`src/rtl/ahl_pkg.sv`:
```
`timescale 1ns / 1ps
`default_nettype none
// ---------------------------------------------------------------------------
// ahl_pkg
// Shared types and constants of the ASCII-hex image loader.
// ---------------------------------------------------------------------------
package ahl_pkg;

  typedef enum logic [2:0] {
    KIND_NONE  = 3'd0,
    KIND_ADDR  = 3'd1,
    KIND_RAM   = 3'd2,
    KIND_FLASH = 3'd3,
    KIND_SKIP  = 3'd4,
    KIND_ENTRY = 3'd5
  } kind_e;

  typedef enum logic [2:0] {
    ST_IDLE   = 3'd0,
    ST_DOLLAR = 3'd1,
    ST_NUM_A  = 3'd2,
    ST_NUM_E  = 3'd3,
    ST_SEP    = 3'd4,
    ST_NUM_D  = 3'd5
  } token_state_e;

  localparam int unsigned CfgIndexWidth = 3;
  localparam int unsigned CfgDataWidth  = 32;

  localparam logic [CfgIndexWidth-1:0] CFG_PROTECT_LOW  = 3'd0;
  localparam logic [CfgIndexWidth-1:0] CFG_PROTECT_HIGH = 3'd1;
  localparam logic [CfgIndexWidth-1:0] CFG_FLASH_FIRST  = 3'd2;
  localparam logic [CfgIndexWidth-1:0] CFG_FLASH_LAST   = 3'd3;

  localparam logic [31:0] PROTECT_LOW_RESET  = 32'h0000_03B0;
  localparam logic [31:0] PROTECT_HIGH_RESET = 32'h0000_0400;
  localparam logic [31:0] FLASH_FIRST_RESET  = 32'd4096000;
  localparam logic [31:0] FLASH_LAST_RESET   = 32'd4161535;

  localparam logic [31:0] LOAD_ADDRESS_RESET = 32'hFFFF_FFFF;

  localparam logic [7:0] CHAR_NULL   = 8'h00;
  localparam logic [7:0] CHAR_DOLLAR = 8'h24;
  localparam logic [7:0] CHAR_A      = 8'h41;
  localparam logic [7:0] CHAR_E      = 8'h45;
  localparam logic [7:0] CHAR_LF     = 8'h0A;
  localparam logic [7:0] CHAR_CR     = 8'h0D;
  localparam logic [7:0] CHAR_TAB    = 8'h09;
  localparam logic [7:0] CHAR_VT     = 8'h0B;
  localparam logic [7:0] CHAR_FF     = 8'h0C;
  localparam logic [7:0] CHAR_SPACE  = 8'h20;
  localparam logic [7:0] CHAR_SUB    = 8'h1A;
  localparam logic [7:0] CHAR_ALL1   = 8'hFF;

  typedef struct packed {
    logic [31:0] protect_low;
    logic [31:0] protect_high;
    logic [31:0] flash_first;
    logic [31:0] flash_last;
  } cfg_t;

  typedef struct packed {
    logic       is_null;
    logic       is_hex;
    logic [3:0] hex_val;
    logic       is_space;
    logic       is_lf_cr;
    logic       is_dollar;
    logic       is_end;
    logic       is_a;
    logic       is_e;
  } char_class_t;

  typedef struct packed {
    kind_e       kind;
    logic [31:0] target_address;
    logic [31:0] value;
    logic        end_mark;
  } result_t;

endpackage
`default_nettype wire

```
`src/rtl/ahl_if.sv`:
```
`timescale 1ns / 1ps
`default_nettype none
// ---------------------------------------------------------------------------
// ahl_text_if / ahl_result_if
// Valid/ready channels for image characters and loader results.
// ---------------------------------------------------------------------------
interface ahl_text_if;
  logic       valid;
  logic       ready;
  logic [7:0] text_byte;

  modport source (output valid, output text_byte, input ready);
  modport sink   (input valid, input text_byte, output ready);
endinterface

interface ahl_result_if;
  logic                valid;
  logic                ready;
  ahl_pkg::kind_e      kind;
  logic [31:0]         target_address;
  logic [31:0]         value;
  logic                end_mark;

  modport source (output valid, output kind, output target_address, output value,
                  output end_mark, input ready);
  modport sink   (input valid, input kind, input target_address, input value,
                  input end_mark, output ready);
endinterface
`default_nettype wire

```
`src/rtl/ahl_cfg_regs.sv`:
```
`timescale 1ns / 1ps
`default_nettype none
// ---------------------------------------------------------------------------
// ahl_cfg_regs
// Address-range registers: protected window and flash window.
// ---------------------------------------------------------------------------
module ahl_cfg_regs (
  input  wire                                  clk_i,
  input  wire                                  rst_ni,
  input  wire                                  cfg_we_i,
  input  wire [ahl_pkg::CfgIndexWidth-1:0]     cfg_index_i,
  input  wire [ahl_pkg::CfgDataWidth-1:0]      cfg_data_i,
  output ahl_pkg::cfg_t                        cfg_o
);

  ahl_pkg::cfg_t cfg_q;

  always_ff @(posedge clk_i or negedge rst_ni) begin
    if (!rst_ni) begin
      cfg_q.protect_low  <= ahl_pkg::PROTECT_LOW_RESET;
      cfg_q.protect_high <= ahl_pkg::PROTECT_HIGH_RESET;
      cfg_q.flash_first  <= ahl_pkg::FLASH_FIRST_RESET;
      cfg_q.flash_last   <= ahl_pkg::FLASH_LAST_RESET;
    end else if (cfg_we_i) begin
      // drop writes to unused indexes
      case (cfg_index_i)
        ahl_pkg::CFG_PROTECT_LOW:  cfg_q.protect_low  <= cfg_data_i;
        ahl_pkg::CFG_PROTECT_HIGH: cfg_q.protect_high <= cfg_data_i;
        ahl_pkg::CFG_FLASH_FIRST:  cfg_q.flash_first  <= cfg_data_i;
        ahl_pkg::CFG_FLASH_LAST:   cfg_q.flash_last   <= cfg_data_i;
        default: ;
      endcase
    end
  end

  assign cfg_o = cfg_q;

endmodule
`default_nettype wire

```
`src/rtl/ahl_char_class.sv`:
```
`timescale 1ns / 1ps
`default_nettype none
// ---------------------------------------------------------------------------
// ahl_char_class
// Decodes one image character into hex digit and separator flags.
// ---------------------------------------------------------------------------
module ahl_char_class (
  input  wire [7:0]             char_i,
  output ahl_pkg::char_class_t  class_o
);

  logic       is_dec, is_lo, is_up;
  logic [7:0] dec_off, lo_off, up_off;

  always_comb begin
    is_dec  = (char_i >= 8'h30) && (char_i <= 8'h39);
    is_lo   = (char_i >= 8'h61) && (char_i <= 8'h66);
    is_up   = (char_i >= 8'h41) && (char_i <= 8'h46);
    dec_off = char_i - 8'h30;
    lo_off  = char_i - 8'h57;
    up_off  = char_i - 8'h37;

    class_o.is_null   = (char_i == ahl_pkg::CHAR_NULL);
    class_o.is_hex    = is_dec || is_lo || is_up;
    class_o.hex_val   = is_dec ? dec_off[3:0] : (is_lo ? lo_off[3:0] : up_off[3:0]);
    class_o.is_space  = (char_i == ahl_pkg::CHAR_SPACE) || (char_i == ahl_pkg::CHAR_TAB) ||
                        (char_i == ahl_pkg::CHAR_LF)    || (char_i == ahl_pkg::CHAR_VT)  ||
                        (char_i == ahl_pkg::CHAR_FF)    || (char_i == ahl_pkg::CHAR_CR);
    class_o.is_lf_cr  = (char_i == ahl_pkg::CHAR_LF) || (char_i == ahl_pkg::CHAR_CR);
    class_o.is_dollar = (char_i == ahl_pkg::CHAR_DOLLAR);
    class_o.is_end    = (char_i == ahl_pkg::CHAR_SUB) || (char_i == ahl_pkg::CHAR_ALL1);
    class_o.is_a      = (char_i == ahl_pkg::CHAR_A);
    class_o.is_e      = (char_i == ahl_pkg::CHAR_E);
  end

endmodule
`default_nettype wire

```
`src/rtl/ahl_parser.sv`:
```
`timescale 1ns / 1ps
`default_nettype none
// ---------------------------------------------------------------------------
// ahl_parser
// Token state machine, hex accumulator and load address; forms one result
// per character and updates its state when the character advances.
// ---------------------------------------------------------------------------
module ahl_parser #(
  parameter int unsigned NUMBER_WIDTH = 32
) (
  input  wire                        clk_i,
  input  wire                        rst_ni,
  input  wire                        advance_i,
  input  wire ahl_pkg::char_class_t  class_i,
  input  wire ahl_pkg::cfg_t         cfg_i,
  output ahl_pkg::result_t           result_o
);

  ahl_pkg::token_state_e   state_q, state_d;
  logic [NUMBER_WIDTH-1:0] acc_q, acc_d;
  logic                    digits_q, digits_d;
  logic [31:0]             load_addr_q, load_addr_d;
  logic                    addr_known_q, addr_known_d;

  logic [31:0]             acc32;
  logic                    do_commit, do_sep, allow_data;
  logic                    in_protect, in_flash;

  if (NUMBER_WIDTH >= 32) begin : g_acc_wide
    assign acc32 = acc_q[31:0];
  end else begin : g_acc_narrow
    assign acc32 = {{(32 - NUMBER_WIDTH){1'b0}}, acc_q};
  end

  assign in_protect = (load_addr_q >= cfg_i.protect_low) && (load_addr_q < cfg_i.protect_high);
  assign in_flash   = (load_addr_q >= cfg_i.flash_first) && (load_addr_q <= cfg_i.flash_last);

  always_comb begin
    state_d      = state_q;
    acc_d        = acc_q;
    digits_d     = digits_q;
    load_addr_d  = load_addr_q;
    addr_known_d = addr_known_q;
    do_commit    = 1'b0;
    do_sep       = 1'b0;
    allow_data   = 1'b0;

    result_o.kind           = ahl_pkg::KIND_NONE;
    result_o.target_address = '0;
    result_o.value          = '0;
    result_o.end_mark       = 1'b0;

    if (!class_i.is_null) begin
      case (state_q)
        ahl_pkg::ST_IDLE: begin
          if (class_i.is_dollar) state_d = ahl_pkg::ST_DOLLAR;
        end
        ahl_pkg::ST_DOLLAR: begin
          if (class_i.is_a || class_i.is_e) begin
            state_d  = class_i.is_a ? ahl_pkg::ST_NUM_A : ahl_pkg::ST_NUM_E;
            acc_d    = '0;
            digits_d = 1'b0;
          end else begin
            state_d = ahl_pkg::ST_IDLE;
          end
        end
        ahl_pkg::ST_NUM_A, ahl_pkg::ST_NUM_E, ahl_pkg::ST_NUM_D: begin
          if (class_i.is_hex) begin
            acc_d    = {acc_q[NUMBER_WIDTH-5:0], class_i.hex_val};
            digits_d = 1'b1;
          end else if (digits_q) begin
            do_commit  = 1'b1;
            do_sep     = 1'b1;
            allow_data = 1'b1;
          end else if (!class_i.is_space) begin
            // no digits yet: abandon the number
            do_sep = 1'b1;
          end
        end
        ahl_pkg::ST_SEP: begin
          do_sep     = 1'b1;
          allow_data = 1'b1;
        end
        default: state_d = ahl_pkg::ST_IDLE;
      endcase
    end

    if (do_commit) begin
      case (state_q)
        ahl_pkg::ST_NUM_A: begin
          load_addr_d             = acc32;
          addr_known_d            = 1'b1;
          result_o.kind           = ahl_pkg::KIND_ADDR;
          result_o.target_address = acc32;
        end
        ahl_pkg::ST_NUM_E: begin
          result_o.kind  = ahl_pkg::KIND_ENTRY;
          result_o.value = acc32;
        end
        default: begin
          if (in_protect)    result_o.kind = ahl_pkg::KIND_SKIP;
          else if (in_flash) result_o.kind = ahl_pkg::KIND_FLASH;
          else               result_o.kind = ahl_pkg::KIND_RAM;
          result_o.target_address = load_addr_q;
          result_o.value          = {16'h0000, acc32[15:0]};
          load_addr_d             = load_addr_q + 32'd1;
        end
      endcase
    end

    // separator handling sees the address state left by the commit
    if (do_sep) begin
      state_d = ahl_pkg::ST_SEP;
      if (class_i.is_lf_cr) begin
        state_d = ahl_pkg::ST_SEP;
      end else if (class_i.is_dollar) begin
        state_d = ahl_pkg::ST_DOLLAR;
      end else if (class_i.is_end) begin
        result_o.end_mark = 1'b1;
      end else if (allow_data && addr_known_d) begin
        acc_d    = '0;
        digits_d = 1'b0;
        if (class_i.is_hex) begin
          acc_d    = {{(NUMBER_WIDTH - 4){1'b0}}, class_i.hex_val};
          digits_d = 1'b1;
          state_d  = ahl_pkg::ST_NUM_D;
        end else if (class_i.is_space) begin
          state_d = ahl_pkg::ST_NUM_D;
        end
      end
    end
  end

  always_ff @(posedge clk_i or negedge rst_ni) begin
    if (!rst_ni) begin
      state_q      <= ahl_pkg::ST_IDLE;
      acc_q        <= '0;
      digits_q     <= 1'b0;
      load_addr_q  <= ahl_pkg::LOAD_ADDRESS_RESET;
      addr_known_q <= 1'b0;
    end else if (advance_i) begin
      state_q      <= state_d;
      acc_q        <= acc_d;
      digits_q     <= digits_d;
      load_addr_q  <= load_addr_d;
      addr_known_q <= addr_known_d;
    end
  end

endmodule
`default_nettype wire

```
`src/rtl/ascii_hex_image_loader.sv`:
```
`timescale 1ns / 1ps
`default_nettype none
// ---------------------------------------------------------------------------
// ascii_hex_image_loader
// Parses an ASCII-hex image one character per beat into load results.
// ---------------------------------------------------------------------------
// Usage:
//   text_i carries one image character per beat; result_o returns exactly one
//   beat per character: kind (none, address set, RAM write, flash write,
//   protected skip, entry), target address, value and end mark.
//   The cfg_* port writes the protected and flash address windows; write it
//   only while no character is in flight.
// Timing:
//   A character accepted lands in the input register; its result is
//   formed from the parser state and captured in the result register, from
//   which it is offered. One character per cycle is sustained while result_o
//   is not stalled: the parser update is a 4-bit shift-in, two 32-bit window
//   checks and a 32-bit address increment between the two registers.
// Reset:
//   Both pipeline registers empty, parser searching for '$', load address
//   unknown, address windows at their defaults.
// Stall:
//   While result_o is stalled the result register holds; the input register
//   still takes one more character, then text_i.ready drops until the result
//   beat is taken.
// ---------------------------------------------------------------------------
module ascii_hex_image_loader #(
  parameter int unsigned NUMBER_WIDTH = 32
) (
  input  wire                                clk_i,
  input  wire                                rst_ni,
  ahl_text_if.sink                           text_i,
  ahl_result_if.source                       result_o,
  input  wire                                cfg_we_i,
  input  wire [ahl_pkg::CfgIndexWidth-1:0]   cfg_index_i,
  input  wire [ahl_pkg::CfgDataWidth-1:0]    cfg_data_i
);

  logic                 in_valid_q;
  logic [7:0]           in_byte_q;
  logic                 out_valid_q;
  ahl_pkg::result_t     out_q;
  ahl_pkg::result_t     result_d;
  ahl_pkg::cfg_t        cfg;
  ahl_pkg::char_class_t char_class;
  logic                 out_free, advance;

  assign out_free     = !out_valid_q || result_o.ready;
  assign advance      = in_valid_q && out_free;
  assign text_i.ready = !in_valid_q || out_free;

  ahl_cfg_regs u_cfg_regs (
    .clk_i       (clk_i),
    .rst_ni      (rst_ni),
    .cfg_we_i    (cfg_we_i),
    .cfg_index_i (cfg_index_i),
    .cfg_data_i  (cfg_data_i),
    .cfg_o       (cfg)
  );

  ahl_char_class u_char_class (
    .char_i  (in_byte_q),
    .class_o (char_class)
  );

  ahl_parser #(
    .NUMBER_WIDTH (NUMBER_WIDTH)
  ) u_parser (
    .clk_i     (clk_i),
    .rst_ni    (rst_ni),
    .advance_i (advance),
    .class_i   (char_class),
    .cfg_i     (cfg),
    .result_o  (result_d)
  );

  always_ff @(posedge clk_i or negedge rst_ni) begin
    if (!rst_ni) begin
      in_valid_q <= 1'b0;
    end else if (text_i.ready) begin
      in_valid_q <= text_i.valid;
    end
  end

  always_ff @(posedge clk_i) begin
    if (text_i.ready && text_i.valid) begin
      in_byte_q <= text_i.text_byte;
    end
  end

  always_ff @(posedge clk_i or negedge rst_ni) begin
    if (!rst_ni) begin
      out_valid_q <= 1'b0;
    end else if (out_free) begin
      out_valid_q <= in_valid_q;
    end
  end

  // hold the result beat while the receiver stalls
  always_ff @(posedge clk_i) begin
    if (advance) begin
      out_q <= result_d;
    end
  end

  assign result_o.valid          = out_valid_q;
  assign result_o.kind           = out_q.kind;
  assign result_o.target_address = out_q.target_address;
  assign result_o.value          = out_q.value;
  assign result_o.end_mark       = out_q.end_mark;

endmodule
`default_nettype wire
```
`src/flat_wrapper.sv`:
```
// flat-port wrapper written by rule: the top's interface ports become plain ports
module ascii_hex_image_loader_flat 
#(
  parameter int unsigned NUMBER_WIDTH = 32
)
  (clk_i, rst_ni, cfg_we_i, cfg_index_i, cfg_data_i, text_i_valid, text_i_text_byte, text_i_ready, result_o_valid, result_o_kind, result_o_target_address, result_o_value, result_o_end_mark, result_o_ready);
  ahl_text_if text_i_i ();
  ahl_result_if result_o_i ();
  input  wire clk_i;
  input  wire rst_ni;
  input  wire cfg_we_i;
  input  wire [ahl_pkg::CfgIndexWidth-1:0] cfg_index_i;
  input  wire [ahl_pkg::CfgDataWidth-1:0] cfg_data_i;
  input wire logic [$bits(text_i_i.valid)-1:0] text_i_valid;
  input wire logic [$bits(text_i_i.text_byte)-1:0] text_i_text_byte;
  output wire logic [$bits(text_i_i.ready)-1:0] text_i_ready;
  output wire logic [$bits(result_o_i.valid)-1:0] result_o_valid;
  output wire logic [$bits(result_o_i.kind)-1:0] result_o_kind;
  output wire logic [$bits(result_o_i.target_address)-1:0] result_o_target_address;
  output wire logic [$bits(result_o_i.value)-1:0] result_o_value;
  output wire logic [$bits(result_o_i.end_mark)-1:0] result_o_end_mark;
  input wire logic [$bits(result_o_i.ready)-1:0] result_o_ready;
  assign text_i_i.valid = text_i_valid;
  assign text_i_i.text_byte = text_i_text_byte;
  assign text_i_ready = text_i_i.ready;
  assign result_o_valid = result_o_i.valid;
  assign result_o_kind = result_o_i.kind;
  assign result_o_target_address = result_o_i.target_address;
  assign result_o_value = result_o_i.value;
  assign result_o_end_mark = result_o_i.end_mark;
  assign result_o_i.ready = result_o_ready;
  ascii_hex_image_loader #(.NUMBER_WIDTH(NUMBER_WIDTH)) u_core (.clk_i(clk_i), .rst_ni(rst_ni), .text_i(text_i_i), .result_o(result_o_i), .cfg_we_i(cfg_we_i), .cfg_index_i(cfg_index_i), .cfg_data_i(cfg_data_i));
endmodule
```
`config.mk`:
```
export PLATFORM = sky130hd
export DESIGN_NAME = ascii_hex_image_loader_flat
export DESIGN_NICKNAME = d
export VERILOG_FILES = /design/src/rtl/ahl_pkg.sv /design/src/rtl/ahl_if.sv /design/src/rtl/ahl_cfg_regs.sv /design/src/rtl/ahl_char_class.sv /design/src/rtl/ahl_parser.sv /design/src/rtl/ascii_hex_image_loader.sv /design/src/flat_wrapper.sv
export SDC_FILE = /design/constraint.sdc
export NUM_CORES = 1
export LEC_CHECK = 0
export BUFFER_PORTS_ARGS = -buffer_cell sky130_fd_sc_hd__buf_4
export CORE_ASPECT_RATIO = 0.9
export CORE_MARGIN = 2
export CORE_UTILIZATION = 50
export CTS_CLUSTER_DIAMETER = 50
export DETAILED_ROUTE_END_ITERATION = 12
export PLACE_DENSITY = 0.68
export SETUP_SLACK_MARGIN = 0.4
export SLEW_MARGIN = 10
export SYNTH_ARGS = -nofsm -noshare
export SYNTH_HDL_FRONTEND = slang
export SYNTH_HIERARCHICAL = 1
export SYNTH_SLANG_ARGS = --single-unit
```
`constraint.sdc`:
```
create_clock -name clk_i -period 3.9 [get_ports clk_i]
set_input_delay 0.78 -clock clk_i [delete_from_list [all_inputs] [get_ports clk_i]]
set_output_delay 0.78 -clock clk_i [all_outputs]
set_load 0.05 [all_outputs]
```
==> results.tsv <==
metric	value	unit
half-perimeter wire length after detailed placement	25740	µm
proportion of synthesized chip area in sequential cells	48.77	%
syn_nets	1547	
max-cap violation count	0	
netlist area before placement	15060	µm²
clock root buffer master	clkbuf_16	
average routed wire per standard cell	19.43	µm
Period minus WS final	3.329	ns
Crit. Startpoint	u_core/in_byte_q[1]$_DFFE_PP_	
kind of path behind the tightest hold check	primary input to async pin	
fin cells	1903	
initial DRC count	958	
average footprint of a synthesized cell	11.02	µm²
unrepaired setup endpoints after global routing	false	
Starting Density	50.52	%
Total Negative Setup Slacks	0	ns
Max rail drop VDD	0.3605	mV
yosys warns	6	
final wirelength	36970	µm
Worst setup SP type	flop	
Worst Path Arrival	3.77	ns
share of the clock period used by the worst path	85.35	%
fraction of registers with async set or reset after synthesis	72.36	%
number of fillers in the final layout	2538	
ys flop type	dfrtp_1	
Bufs on Longest Clock Path	3	
Critical Path RT	4.35	ns
number of cells after detailed placement	1844	
number of distinct standard cells referenced by the synthesized netlist	77	
Final GP Congestion	0.8608	
Die X	186.9	µm
GR Overflow Total	0	
type of the setup path with the least slack	flop to flop	
number of design rule violations left after detail routing	0	
via count	11040	
cts-stage hold buffer count	0	
total leakage power	7.839	nW
CTS Sinks	275	
num ports	118	
Post-Route Skew	0.007425	ns
run status	completed	
via count of the first global-routing pass	10770	
overall fraction of global-route tracks in use	23.46	%
number of hold violations in the final report	0	
remaining max-slew budget at the tightest pin	25.89	%
worst-margin pin slew	1.111	ns
endpoint class of the critical path	flop	
Setup violations, final	0	
insertion delay to the later sink of the worst-skew pair	0.56	ns
total area of multi-input combinational cells	6948	µm²
die extent in y	168.6	µm
antenna-violating nets left	0	
worst r2r path cells	11	
Port Buffer Count	117	
antenna violations before repair	0	
first-pass GRT wire length	59180	µm
Cells after Synth	1366	
Num CTS Buffers	30	
die outline area	31520	µm²
fraction of final layout cells sized beyond drive strength 1	26.13	%
1st-pass router iterations	6	
largest fanout on the critical path	15	
clock tree from TritonCTS	built	
most common cell after layout, fill and taps aside	inv_1	
Achievable Freq	0.3004	GHz
Slew Viols, Final	0	
clock-pin slew of the registers on the worst-case setup and hold paths	0.06	ns
top library cells by usage in the layout, fill and taps aside	inv_1, dfrtp_1, buf_4, ha_1, mux2_2	
area of the core	29800	µm²
net count of the finished layout	1657	
diode insertion count for antenna repair	0	
P&R area growth vs syn	14.90	%
maximum number of pins on one net before global-route repair	95	
H-tree level count	1	
total power divided by cell area	451.2	nW/µm²
number of flip-flops and latches in the synthesized netlist	275	
detailed-route vias per instance	5.801	
area of all sequential standard cells	7343	µm²
count of flip-flops with a built-in enable after synthesis	76	
launch point of the worst reg-to-reg path	u_core/in_byte_q[1]$_DFFE_PP_	
cell row count	60	
[synthesized netlist by cell type (all sizes together), types with 18 or more instances]
| cell | count | share of area (%) |
|---|---|---|
| a21oi | 114 | 3.8 |
| a22o | 35 | 2.0 |
| a22oi | 21 | 1.0 |
| and2 | 18 | 0.76 |
| and3 | 25 | 1.0 |
| buf | 29 | 1.4 |
| clkbuf | 29 | 0.74 |
| dfrtp | 134 | 22 |
| dfstp | 65 | 11 |
| edfxtp | 76 | 15 |
| ha | 133 | 11 |
| inv | 137 | 3.4 |
| mux2 | 129 | 9.6 |
| nand2 | 74 | 1.8 |
| nand3 | 26 | 0.90 |
| nor2 | 68 | 1.7 |
| o21ai | 68 | 2.3 |
[metrics by stage]
step	setup WS (ns)	hold slack [ns]	area (µm²)	power, mW	utilization [%]
final	0.5713	0.2544	17300	7.807	58.05
after global routing	0.4204	0.3389	17300	8.201	58.05
after CTS	0.4220	0.3186	17280	7.861	57.97
after detailed placement	0.2947	0.4758	16310	5.094	54.73
after global placement	0.4600	0.4705	16310	5.041	54.73
after floorplan	0.7613	0.4466	15060	4.633	-
[cell families after synthesis]
logic type	Yosys count	share of synthesized area, %
compound gates	325	13.63
xor+xnor	1	0.05817
fa+ha+maj	133	11.05
buf+inv	195	5.517
flops	275	48.77
mux	131	9.780
simple gates	306	11.20
[worst paths after layout]
path	end	slack, ns
max	u_core/u_parser/acc32[13]$_DFFE_PN0P_	0.57
max in group asynchronous	u_core/u_cfg_regs/cfg_o[53]$_DFFE_PN1P_	2.67
min in group clk_i	u_core/in_byte_q[0]$_DFFE_PP_	0.40
min reg2reg	u_core/u_cfg_regs/cfg_o[90]$_DFFE_PN0P_	0.49
max reg2reg	u_core/u_parser/acc32[13]$_DFFE_PN0P_	0.57
min	u_core/u_cfg_regs/cfg_o[82]$_DFFE_PN0P_	0.25
[flip-flops by register name, summed over array words and instances, names as in the netlist]
register / cells
u_core/u_parser/state_q: 3
u_core/in_valid_q: 1
u_core/result_o.valid: 1
u_core/result_o.end_mark: 1
u_core/u_parser/acc32: 32
u_core/u_parser/load_addr_q: 32
u_core/in_byte_q: 8
u_core/u_parser/digits_q: 1
u_core/u_parser/addr_known_q: 1
u_core/result_o.value: 32
u_core/result_o.kind: 3
u_core/u_cfg_regs/cfg_o: 128
u_core/result_o.target_address: 32
[layout make-up]
class / count / share of cell area [%]
Clock buffer: 46 / 5.098
Inverter: 137 / 2.972
Sequential cell: 275 / 42.44
Multi-Input combinational cell: 897 / 40.16
Clock inverter: 10 / 0.4484
Timing Repair Buffer: 135 / 5.966
Tap cell: 403 / 2.914
[report_power, final]
group          switching (mW)  total (mW)  internal [mW]
combinational           0.841        1.45          0.606
clock                    1.12        2.74           1.61
sequential              0.230        3.62           3.39
total                    2.19        7.81           5.61
[layer usage]
metal	part of all wire (%)	track usage (%)	vias to the layer above
met3	5.4	2.571	64
li1	-	-	5162
met5	0	0	-
met1	46	34.29	5466
met2	46	37.56	348
met4	2.3	5.970	0
[repair_timing]
| action | 4_1_cts | 5_1_grt |
|---|---|---|
| buffers inserted | 0 | 2 |
| gates resized for setup | 1 | 0 |
| pin swaps | 0 | 2 |
| endpoints found under the hold margin | 0 | 0 |
| cloned | 0 | 1 |
| setup endpoints to repair | 31 | 31 |
[critical path, cell delays in order, from the launching register on]
cell,delay [ns]
edfxtp_1,0.44
inv_1,0.11
ha_1,0.25
or3b_2,0.48
a31o_2,0.32
nand2b_4,0.21
nor4_4,0.25
o221ai_2,0.19
nor4b_4,0.25
buf_4,0.22
o21ai_2,0.22
a22o_1,0.28
Note: power is estimated with default switching activity, not from simulation.
